===== config.mk =====
export PLATFORM = sky130hd
export DESIGN_NAME = crc_frame_deframer
export DESIGN_NICKNAME = d
export VERILOG_FILES = /design/src/rtl/crcd_pkg.sv /design/src/rtl/crcd_cfg.sv /design/src/rtl/crcd_core.sv /design/src/rtl/crcd_obuf.sv /design/src/rtl/crc_frame_deframer.sv
export SDC_FILE = /design/constraint.sdc
export NUM_CORES = 1
export LEC_CHECK = 0
export ABC_CLOCK_PERIOD_IN_PS = 6700
export BUFFER_PORTS_ARGS = -buffer_cell sky130_fd_sc_hd__buf_2
export CORE_ASPECT_RATIO = 0.75
export CORE_MARGIN = 5
export CORE_UTILIZATION = 30
export DETAILED_ROUTE_END_ITERATION = 8
export GPL_ROUTABILITY_DRIVEN = 0
export RECOVER_POWER = 25
export SETUP_SLACK_MARGIN = 0.5
export SLEW_MARGIN = 20
export SYNTH_ARGS = -nofsm -noshare
export SYNTH_HDL_FRONTEND = slang
export SYNTH_SLANG_ARGS = --single-unit

===== constraint.sdc =====
create_clock -name i_clk -period 6.7 [get_ports i_clk]
set_input_delay 1.34 -clock i_clk [delete_from_list [all_inputs] [get_ports i_clk]]
set_output_delay 1.34 -clock i_clk [all_outputs]
set_load 0.01 [all_outputs]

===== src/rtl/crcd_pkg.sv =====
// ----------------------------------------------------------------------------
// crcd_pkg
// Shared types, codes and the byte-wide CRC-16 update for the frame deframer.
// ----------------------------------------------------------------------------
package crcd_pkg;

    localparam logic [15:0] CRC_SEED = 16'hFFFF;
    localparam logic [15:0] CRC_POLY = 16'h1021;

    localparam logic [7:0] SOF_FIRST_RST  = 8'hAA;
    localparam logic [7:0] SOF_SECOND_RST = 8'h55;
    localparam logic [7:0] VERSION_RST    = 8'h01;
    localparam logic [8:0] LIMIT_RST      = 9'd256;

    // configuration register indexes
    typedef enum logic [1:0] {
        CFG_SOF_FIRST  = 2'd0,
        CFG_SOF_SECOND = 2'd1,
        CFG_VERSION    = 2'd2,
        CFG_LIMIT      = 2'd3
    } t_cfg_idx;

    typedef enum logic [1:0] {
        STAT_GOOD     = 2'd0,
        STAT_CRC_ERR  = 2'd1,
        STAT_BAD_VER  = 2'd2,
        STAT_TOO_LONG = 2'd3
    } t_status;

    typedef enum logic {
        KIND_PAYLOAD = 1'b0,
        KIND_EOF     = 1'b1
    } t_kind;

    // header byte positions counted from the first start byte
    localparam logic [2:0] HDR_VERSION = 3'd2;
    localparam logic [2:0] HDR_KIND    = 3'd3;
    localparam logic [2:0] HDR_SEQ_LO  = 3'd4;
    localparam logic [2:0] HDR_SEQ_HI  = 3'd5;
    localparam logic [2:0] HDR_LEN_LO  = 3'd6;
    localparam logic [2:0] HDR_LEN_HI  = 3'd7;

    typedef struct packed {
        logic [7:0] sof_first;
        logic [7:0] sof_second;
        logic [7:0] version;
        logic [8:0] limit;
    } t_cfg;

    typedef struct packed {
        t_kind       kind;
        logic [7:0]  data;
        logic [7:0]  offset;
        t_status     status;
        logic [7:0]  fkind;
        logic [15:0] seq;
        logic [15:0] len;
    } t_result;

    // CRC-16, MSB first, one byte per call
    function automatic logic [15:0] crc_byte(input logic [15:0] crc, input logic [7:0] b);
        logic [15:0] c;
        c = crc ^ {b, 8'h00};
        for (int i = 0; i < 8; i++) begin
            if (c[15]) begin
                c = {c[14:0], 1'b0} ^ CRC_POLY;
            end else begin
                c = {c[14:0], 1'b0};
            end
        end
        return c;
    endfunction

endpackage


===== src/rtl/crcd_cfg.sv =====
// ----------------------------------------------------------------------------
// crcd_cfg
// Configuration registers: start bytes, expected version, payload limit.
// ----------------------------------------------------------------------------
module crcd_cfg (
    input  logic                 i_clk,
    input  logic                 i_rst_n,
    input  logic                 i_cfg_we,
    input  logic [1:0]           i_cfg_addr,
    input  logic [8:0]           i_cfg_wdata,
    output crcd_pkg::t_cfg       o_cfg
);
    import crcd_pkg::*;

    t_cfg r_cfg;

    always_ff @(posedge i_clk) begin
        if (!i_rst_n) begin
            r_cfg.sof_first  <= SOF_FIRST_RST;
            r_cfg.sof_second <= SOF_SECOND_RST;
            r_cfg.version    <= VERSION_RST;
            r_cfg.limit      <= LIMIT_RST;
        end else if (i_cfg_we) begin
            unique case (t_cfg_idx'(i_cfg_addr))
                CFG_SOF_FIRST:  r_cfg.sof_first  <= i_cfg_wdata[7:0];
                CFG_SOF_SECOND: r_cfg.sof_second <= i_cfg_wdata[7:0];
                CFG_VERSION:    r_cfg.version    <= i_cfg_wdata[7:0];
                CFG_LIMIT:      r_cfg.limit      <= i_cfg_wdata;
                default: ;
            endcase
        end
    end

    assign o_cfg = r_cfg;

endmodule


===== src/rtl/crcd_core.sv =====
// ----------------------------------------------------------------------------
// crcd_core
// Frame parser: start-byte hunt, header capture and checks, payload pass,
// CRC trailer compare. One byte is consumed per accepted item.
// ----------------------------------------------------------------------------
module crcd_core #(
    parameter int MAX_PAYLOAD = 256
) (
    input  logic                 i_clk,
    input  logic                 i_rst_n,
    input  logic                 i_accept,
    input  logic [7:0]           i_byte,
    input  crcd_pkg::t_cfg       i_cfg,
    output logic                 o_push,
    output crcd_pkg::t_result    o_res
);
    import crcd_pkg::*;

    localparam int          CLOG_W  = $clog2(MAX_PAYLOAD + 1);
    localparam int          CW      = (CLOG_W > 8) ? CLOG_W : 8;
    localparam logic [15:0] LIM_MAX = 16'(MAX_PAYLOAD);

    typedef enum logic [5:0] {
        ST_HUNT1 = 6'b000001,
        ST_HUNT2 = 6'b000010,
        ST_HDR   = 6'b000100,
        ST_PAY   = 6'b001000,
        ST_CRCLO = 6'b010000,
        ST_CRCHI = 6'b100000
    } t_state;

    t_state         r_state,  n_state;
    logic [2:0]     r_hpos,   n_hpos;
    logic [CW-1:0]  r_off,    n_off;
    logic [15:0]    r_crc,    n_crc;
    logic           r_ver_ok, n_ver_ok;
    logic [7:0]     r_kind,   n_kind;
    logic [15:0]    r_seq,    n_seq;
    logic [15:0]    r_len,    n_len;
    logic [7:0]     r_crc_lo, n_crc_lo;

    logic [15:0]    crc_upd;
    logic [15:0]    lim_eff;
    logic [15:0]    len_new;
    logic           pay_last;

    assign crc_upd  = crc_byte(r_crc, i_byte);
    assign lim_eff  = (16'(i_cfg.limit) > LIM_MAX) ? LIM_MAX : 16'(i_cfg.limit);
    assign len_new  = {i_byte, r_len[7:0]};
    assign pay_last = ((16'(r_off) + 16'd1) == r_len);

    always_comb begin
        n_state  = r_state;
        n_hpos   = r_hpos;
        n_off    = r_off;
        n_crc    = r_crc;
        n_ver_ok = r_ver_ok;
        n_kind   = r_kind;
        n_seq    = r_seq;
        n_len    = r_len;
        n_crc_lo = r_crc_lo;
        o_push   = 1'b0;
        o_res.kind   = KIND_PAYLOAD;
        o_res.data   = 8'h00;
        o_res.offset = 8'h00;
        o_res.status = STAT_GOOD;

        if (i_accept) begin
            unique case (r_state)
                ST_HUNT1: begin
                    if (i_byte == i_cfg.sof_first) begin
                        n_state = ST_HUNT2;
                    end
                end
                ST_HUNT2: begin
                    if (i_byte == i_cfg.sof_second) begin
                        n_state = ST_HDR;
                        n_hpos  = HDR_VERSION;
                        n_crc   = CRC_SEED;
                    end else if (i_byte != i_cfg.sof_first) begin
                        n_state = ST_HUNT1;
                    end
                end
                ST_HDR: begin
                    n_crc  = crc_upd;
                    n_hpos = r_hpos + 3'd1;
                    case (r_hpos)
                        HDR_VERSION: n_ver_ok = (i_byte == i_cfg.version);
                        HDR_KIND:    n_kind   = i_byte;
                        HDR_SEQ_LO:  n_seq    = {8'h00, i_byte};
                        HDR_SEQ_HI:  n_seq    = {i_byte, r_seq[7:0]};
                        HDR_LEN_LO:  n_len    = {8'h00, i_byte};
                        HDR_LEN_HI: begin
                            n_len = len_new;
                            // version error wins over length error
                            if (!r_ver_ok) begin
                                n_state      = ST_HUNT1;
                                o_push       = 1'b1;
                                o_res.kind   = KIND_EOF;
                                o_res.status = STAT_BAD_VER;
                            end else if (len_new > lim_eff) begin
                                n_state      = ST_HUNT1;
                                o_push       = 1'b1;
                                o_res.kind   = KIND_EOF;
                                o_res.status = STAT_TOO_LONG;
                            end else begin
                                n_off   = '0;
                                n_state = (len_new == 16'd0) ? ST_CRCLO : ST_PAY;
                            end
                        end
                        default: ;
                    endcase
                end
                ST_PAY: begin
                    n_crc        = crc_upd;
                    n_off        = r_off + CW'(1);
                    o_push       = 1'b1;
                    o_res.data   = i_byte;
                    o_res.offset = r_off[7:0];
                    if (pay_last) begin
                        n_state = ST_CRCLO;
                    end
                end
                ST_CRCLO: begin
                    n_crc_lo = i_byte;
                    n_state  = ST_CRCHI;
                end
                ST_CRCHI: begin
                    n_state      = ST_HUNT1;
                    o_push       = 1'b1;
                    o_res.kind   = KIND_EOF;
                    o_res.status = ({i_byte, r_crc_lo} == r_crc) ? STAT_GOOD : STAT_CRC_ERR;
                end
                default: n_state = ST_HUNT1;
            endcase
        end

        o_res.fkind = n_kind;
        o_res.seq   = n_seq;
        o_res.len   = n_len;
    end

    always_ff @(posedge i_clk) begin
        if (!i_rst_n) begin
            r_state  <= ST_HUNT1;
            r_hpos   <= HDR_VERSION;
            r_off    <= '0;
            r_crc    <= CRC_SEED;
            r_ver_ok <= 1'b0;
            r_kind   <= 8'h00;
            r_seq    <= 16'h0000;
            r_len    <= 16'h0000;
            r_crc_lo <= 8'h00;
        end else begin
            r_state  <= n_state;
            r_hpos   <= n_hpos;
            r_off    <= n_off;
            r_crc    <= n_crc;
            r_ver_ok <= n_ver_ok;
            r_kind   <= n_kind;
            r_seq    <= n_seq;
            r_len    <= n_len;
            r_crc_lo <= n_crc_lo;
        end
    end

endmodule


===== src/rtl/crcd_obuf.sv =====
// ----------------------------------------------------------------------------
// crcd_obuf
// Result register with a skid entry; upstream ready comes from a register.
// ----------------------------------------------------------------------------
module crcd_obuf (
    input  logic                 i_clk,
    input  logic                 i_rst_n,
    input  logic                 i_push,
    input  crcd_pkg::t_result    i_data,
    output logic                 o_ready,
    output logic                 o_valid,
    input  logic                 i_ready,
    output crcd_pkg::t_result    o_data
);
    import crcd_pkg::*;

    logic    r_main_v, n_main_v;
    logic    r_skid_v, n_skid_v;
    t_result r_main,   n_main;
    t_result r_skid,   n_skid;
    logic    pop;

    assign pop = r_main_v & i_ready;

    always_comb begin
        n_main_v = r_main_v;
        n_skid_v = r_skid_v;
        n_main   = r_main;
        n_skid   = r_skid;
        if (pop && r_skid_v) begin
            // advance skid into the output slot
            n_main   = r_skid;
            n_skid_v = 1'b0;
        end else if (pop || !r_main_v) begin
            n_main_v = i_push;
            n_main   = i_data;
        end else if (i_push) begin
            // output held, park the new item
            n_skid_v = 1'b1;
            n_skid   = i_data;
        end
    end

    always_ff @(posedge i_clk) begin
        if (!i_rst_n) begin
            r_main_v <= 1'b0;
            r_skid_v <= 1'b0;
        end else begin
            r_main_v <= n_main_v;
            r_skid_v <= n_skid_v;
        end
    end

    always_ff @(posedge i_clk) begin
        r_main <= n_main;
        r_skid <= n_skid;
    end

    assign o_ready = !r_skid_v;
    assign o_valid = r_main_v;
    assign o_data  = r_main;

endmodule


===== src/rtl/crc_frame_deframer.sv =====
// ----------------------------------------------------------------------------
// crc_frame_deframer
// Byte-stream deframer: start-byte hunt, 8-byte header, payload pass-through
// and CRC-16 trailer check, with one end-of-frame record per frame.
// ----------------------------------------------------------------------------
//  channel   direction  handshake                  payload
//  rx        in         i_rx_valid / o_rx_ready    i_rx_byte
//  rec       out        o_rec_valid / i_rec_ready  o_record_kind .. o_frame_payload_length
//  cfg       in         i_cfg_we                   i_cfg_addr, i_cfg_wdata
//
// One byte is taken per cycle while rx ready is high; the header, payload and
// CRC update all finish in the cycle the byte is accepted, and each record is
// registered in the output stage. Throughput is set by the parser's byte-wide CRC update.
// A two-entry output stage absorbs sink stalls; rx ready drops only when both
// entries are full. Reset is synchronous and returns the parser to the hunt.
// ----------------------------------------------------------------------------
module crc_frame_deframer #(
    parameter int MAX_PAYLOAD = 256
) (
    input  logic        i_clk,
    input  logic        i_rst_n,
    input  logic        i_cfg_we,
    input  logic [1:0]  i_cfg_addr,
    input  logic [8:0]  i_cfg_wdata,
    input  logic        i_rx_valid,
    output logic        o_rx_ready,
    input  logic [7:0]  i_rx_byte,
    output logic        o_rec_valid,
    input  logic        i_rec_ready,
    output logic        o_record_kind,
    output logic [7:0]  o_payload_data,
    output logic [7:0]  o_payload_offset,
    output logic [1:0]  o_frame_status,
    output logic [7:0]  o_frame_kind,
    output logic [15:0] o_frame_sequence,
    output logic [15:0] o_frame_payload_length
);
    import crcd_pkg::*;

    t_cfg    cfg;
    t_result res;
    t_result rec;
    logic    push;
    logic    accept;

    assign accept = i_rx_valid & o_rx_ready;

    crcd_cfg u_cfg (
        .i_clk       (i_clk),
        .i_rst_n     (i_rst_n),
        .i_cfg_we    (i_cfg_we),
        .i_cfg_addr  (i_cfg_addr),
        .i_cfg_wdata (i_cfg_wdata),
        .o_cfg       (cfg)
    );

    crcd_core #(
        .MAX_PAYLOAD (MAX_PAYLOAD)
    ) u_core (
        .i_clk    (i_clk),
        .i_rst_n  (i_rst_n),
        .i_accept (accept),
        .i_byte   (i_rx_byte),
        .i_cfg    (cfg),
        .o_push   (push),
        .o_res    (res)
    );

    crcd_obuf u_obuf (
        .i_clk   (i_clk),
        .i_rst_n (i_rst_n),
        .i_push  (push),
        .i_data  (res),
        .o_ready (o_rx_ready),
        .o_valid (o_rec_valid),
        .i_ready (i_rec_ready),
        .o_data  (rec)
    );

    assign o_record_kind          = rec.kind;
    assign o_payload_data         = rec.data;
    assign o_payload_offset       = rec.offset;
    assign o_frame_status         = rec.status;
    assign o_frame_kind           = rec.fkind;
    assign o_frame_sequence       = rec.seq;
    assign o_frame_payload_length = rec.len;

endmodule

==> metrics <==
status=finished, violations left; failing checks=capacitance limit, slew limit; Die H=roughly 170 um; syn_nets=a little under 1000; Bufs on Longest Clock Path=3; CTS tree=done; share of layout cells above drive strength 1=0.162; total power=between 3 and 4 mW; I/O pins=85; critical path peak fanout=between 60 and 70; Die Span X=between 200 and 250 um; Min-Delay Path Class=flip-flop to flip-flop; reg-to-reg critical path endpoint=u_obuf.r_skid[47]$_DFFE_PP_; Max H-tree Level=1; clk_lat worst skew=0.54 ns; Synth top area share=0.350; Hold Startpoint=u_cfg.o_cfg[0]$_SDFFE_PN0P_; TritonCTS buffer count=24; Max Cap Viol=3; DRC viols=0; CP Class=input pin to flip-flop; FF-to-FF path depth=4; post-synthesis register bit count=around 240; Mapped Area=10100 um^2; Congestion Overflow GR=0; initial cell density of the core=0.303; PortBufs=84; worst-case vdd ir drop=~140 uV; Worst setup SP type=input pin; post-cts repair resize count=0; Main synth FF type=edfxtp_1; Final Max Slew Viols=approximately 190; Hold Slack=~0.46 ns; DR vias/cell=4.83; layout net count=slightly above 1000; DP Wirelength=~17 mm; Clock transition at path regs=0.06 ns; Pwr Density=261 nW/um^2; Comb pwr share=0.058; FF-to-FF setup slack=2.69 ns; min cycle time layout=5.06 ns; Final Hold Viols=0; Switching Fraction=0.226; critical path endpoint category=flip-flop; Sequential Power Share=0.502; Pre-antenna DRT Iters=5; CP endpoint=u_core.r_state[2]$_SDFFE_PN0P_; largest cells by area after synthesis=edfxtp_1, dfxtp_1, nand2_1, xnor2_1, mux2_2; initial detailed-routing violation count=between 500 and 600; Clock Power Share=0.440; cell-internal power=2.38 mW; vias=7040; gr usage total=0.130; Syn Area/Cell=11.0 um^2; Layout Skew=around 0.011 ns; hold_buf cts=0; largest net degree at the start of global routing=63; relative slew slack=-1.24; Psw=0.692 mW; sequential share of the synthesized area=0.583; Setup-failing EPs final=0; row count=58; drt wl/cell=~17 um; Layout area overhead=16.1%; Least-Margin Pin Slew=3.36 ns; Multi-input gate area=3950 um^2; most frequent cell after synthesis=nand2_1; Syn Inst Count=about 920; vias in the first global route=6812; EDFF count, synth=118; f_max=0.198 GHz; Critical path origin=i_rst_n; Sink Count=236; first-pass GRT wire length=just under 40 mm; ys async rst share=0; worst path arrival time=5.35 ns; Synth warnings=0; cell taking the most area after synthesis=edfxtp_1; Post-Route WL=25.1 mm; top post-synthesis cells by count=nand2_1, dfxtp_1, edfxtp_1, nor2_1, a21oi_1; Diodes inserted=0; Synth cell types=between 50 and 60; post-CTS setup repair buffer count=0; DRT antenna net count=0; register area=5910 um^2; initial antenna violation count=0; CTS root buf=clkbuf_16; fin util=0.352; FILL cells=3392; setup total negative slack=0 ns; RR Startpoint=u_obuf.o_valid$_SDFFE_PN0P_; Crit path required time=6.99 ns; RSZ-0062 raised after global routing=false; period utilization=0.755; Core ar.=33400 um^2; Die ar.=37600 um^2; Pleak=roughly 5.1 nW
==> placed cells by master (no fill, tap or decap), types with 5 or more instances in the layout <==
master and instances:
ha_1 16, nor4_1 9, clkinv_1 5, inv_1 18, clkinv_2 7, clkbuf_16 24, a31oi_1 14, and2_1 24
nand3_1 31, nand4_1 12, nand2_1 118, o211ai_1 5, dfxtp_1 118, and3_1 25, a22o_1 24, a21oi_1 50
o21ai_0 22, xnor2_1 41, mux2_2 24, buf_4 5, o22ai_1 11, nor3_1 8, nor2b_1 7, nor2_1 58
clkbuf_1 8, buf_2 82, mux2i_1 24, edfxtp_1 118, xor2_1 28, a21o_1 19
==> power by group through the flow <==
stage,combinational [mW],sequential (mW),clock (mW)
after CTS,0.176,1.54,1.39
after global routing,0.195,1.54,1.45
final,0.178,1.54,1.35
after global placement,0.171,1.57,0
after floorplan,0.140,1.56,0
after detailed placement,0.176,1.57,0
==> flip-flops by register name, summed over array words and instances, names as in the netlist <==
name and flops:
u_core.r_len 16, u_obuf.o_valid 1, u_cfg.o_cfg 33, u_obuf.r_skid 59
u_core.r_crc 16, u_core.r_hpos 3, u_core.r_seq 16, u_core.r_off 9
u_obuf.r_skid_v 1, u_core.r_crc_lo 8, u_core.r_ver_ok 1, u_core.r_kind 8
u_obuf.o_data 59, u_core.r_state 6
==> worst max-delay path: stages <==
cell,delay (ns)
buf_2,0.09
clkbuf_1,1.02
inv_2,0.29
clkbuf_1,2.22
o41ai_1,0.32
==> how the worst min path moves through the flow <==
| stage | endpoint | slack, ns | cells after the start |
|---|---|---|---|
| after global placement | u_cfg.o_cfg[0]$_SDFFE_PN0P_ | 0.44 | 2 |
| after CTS | u_cfg.o_cfg[0]$_SDFFE_PN0P_ | 0.46 | 2 |
| final | u_cfg.o_cfg[0]$_SDFFE_PN0P_ | 0.46 | 2 |
| after floorplan | u_cfg.o_cfg[0]$_SDFFE_PN0P_ | 0.43 | 2 |
| after detailed placement | u_cfg.o_cfg[0]$_SDFFE_PN0P_ | 0.45 | 2 |
| after global routing | u_cfg.o_cfg[20]$_SDFFE_PN0P_ | 0.48 | 2 |
==> layout make-up <==
class,count,share of cell area
clock inverter,16,0.0137
multi-input combinational,616,0.336
inverter,20,0.00639
tap,450,0.0479
timing repair buffer,93,0.0400
sequential,236,0.502
clock buffer,28,0.0535
==> layer usage <==
| layer | GRT usage | share of wire | up-vias |
|---|---|---|---|
| met2 | 0.177 | 0.40 | 216 |
| met3 | 0.0376 | 0.073 | 40 |
| met1 | 0.206 | 0.52 | 3343 |
| met5 | 0 | 0 | - |
| li1 | - | - | 3441 |
| met4 | 0.0206 | 0.015 | 0 |
==> cell families (layout without fill, tap and decap cells) <==
logic type,Yosys count,in the layout,share of synthesized area
mux,48,48,0.0504
simple gates,319,319,0.152
flops,236,236,0.583
xor+xnor,69,69,0.0597
buf+inv,69,157,0.0289
compound gates,164,164,0.105
fa+ha+maj,16,16,0.0198
==> per-stage QoR <==
step,instances,setup slack (ns),area (um^2)
floorplan,921,0.864,10100
CTS,1459,2.79,11800
finish,1459,1.64,11800
global placement,1415,2.29,11000
detailed placement,1415,2.24,11000
global route,1459,1.32,11800
Power figures use the tool's default switching activity.
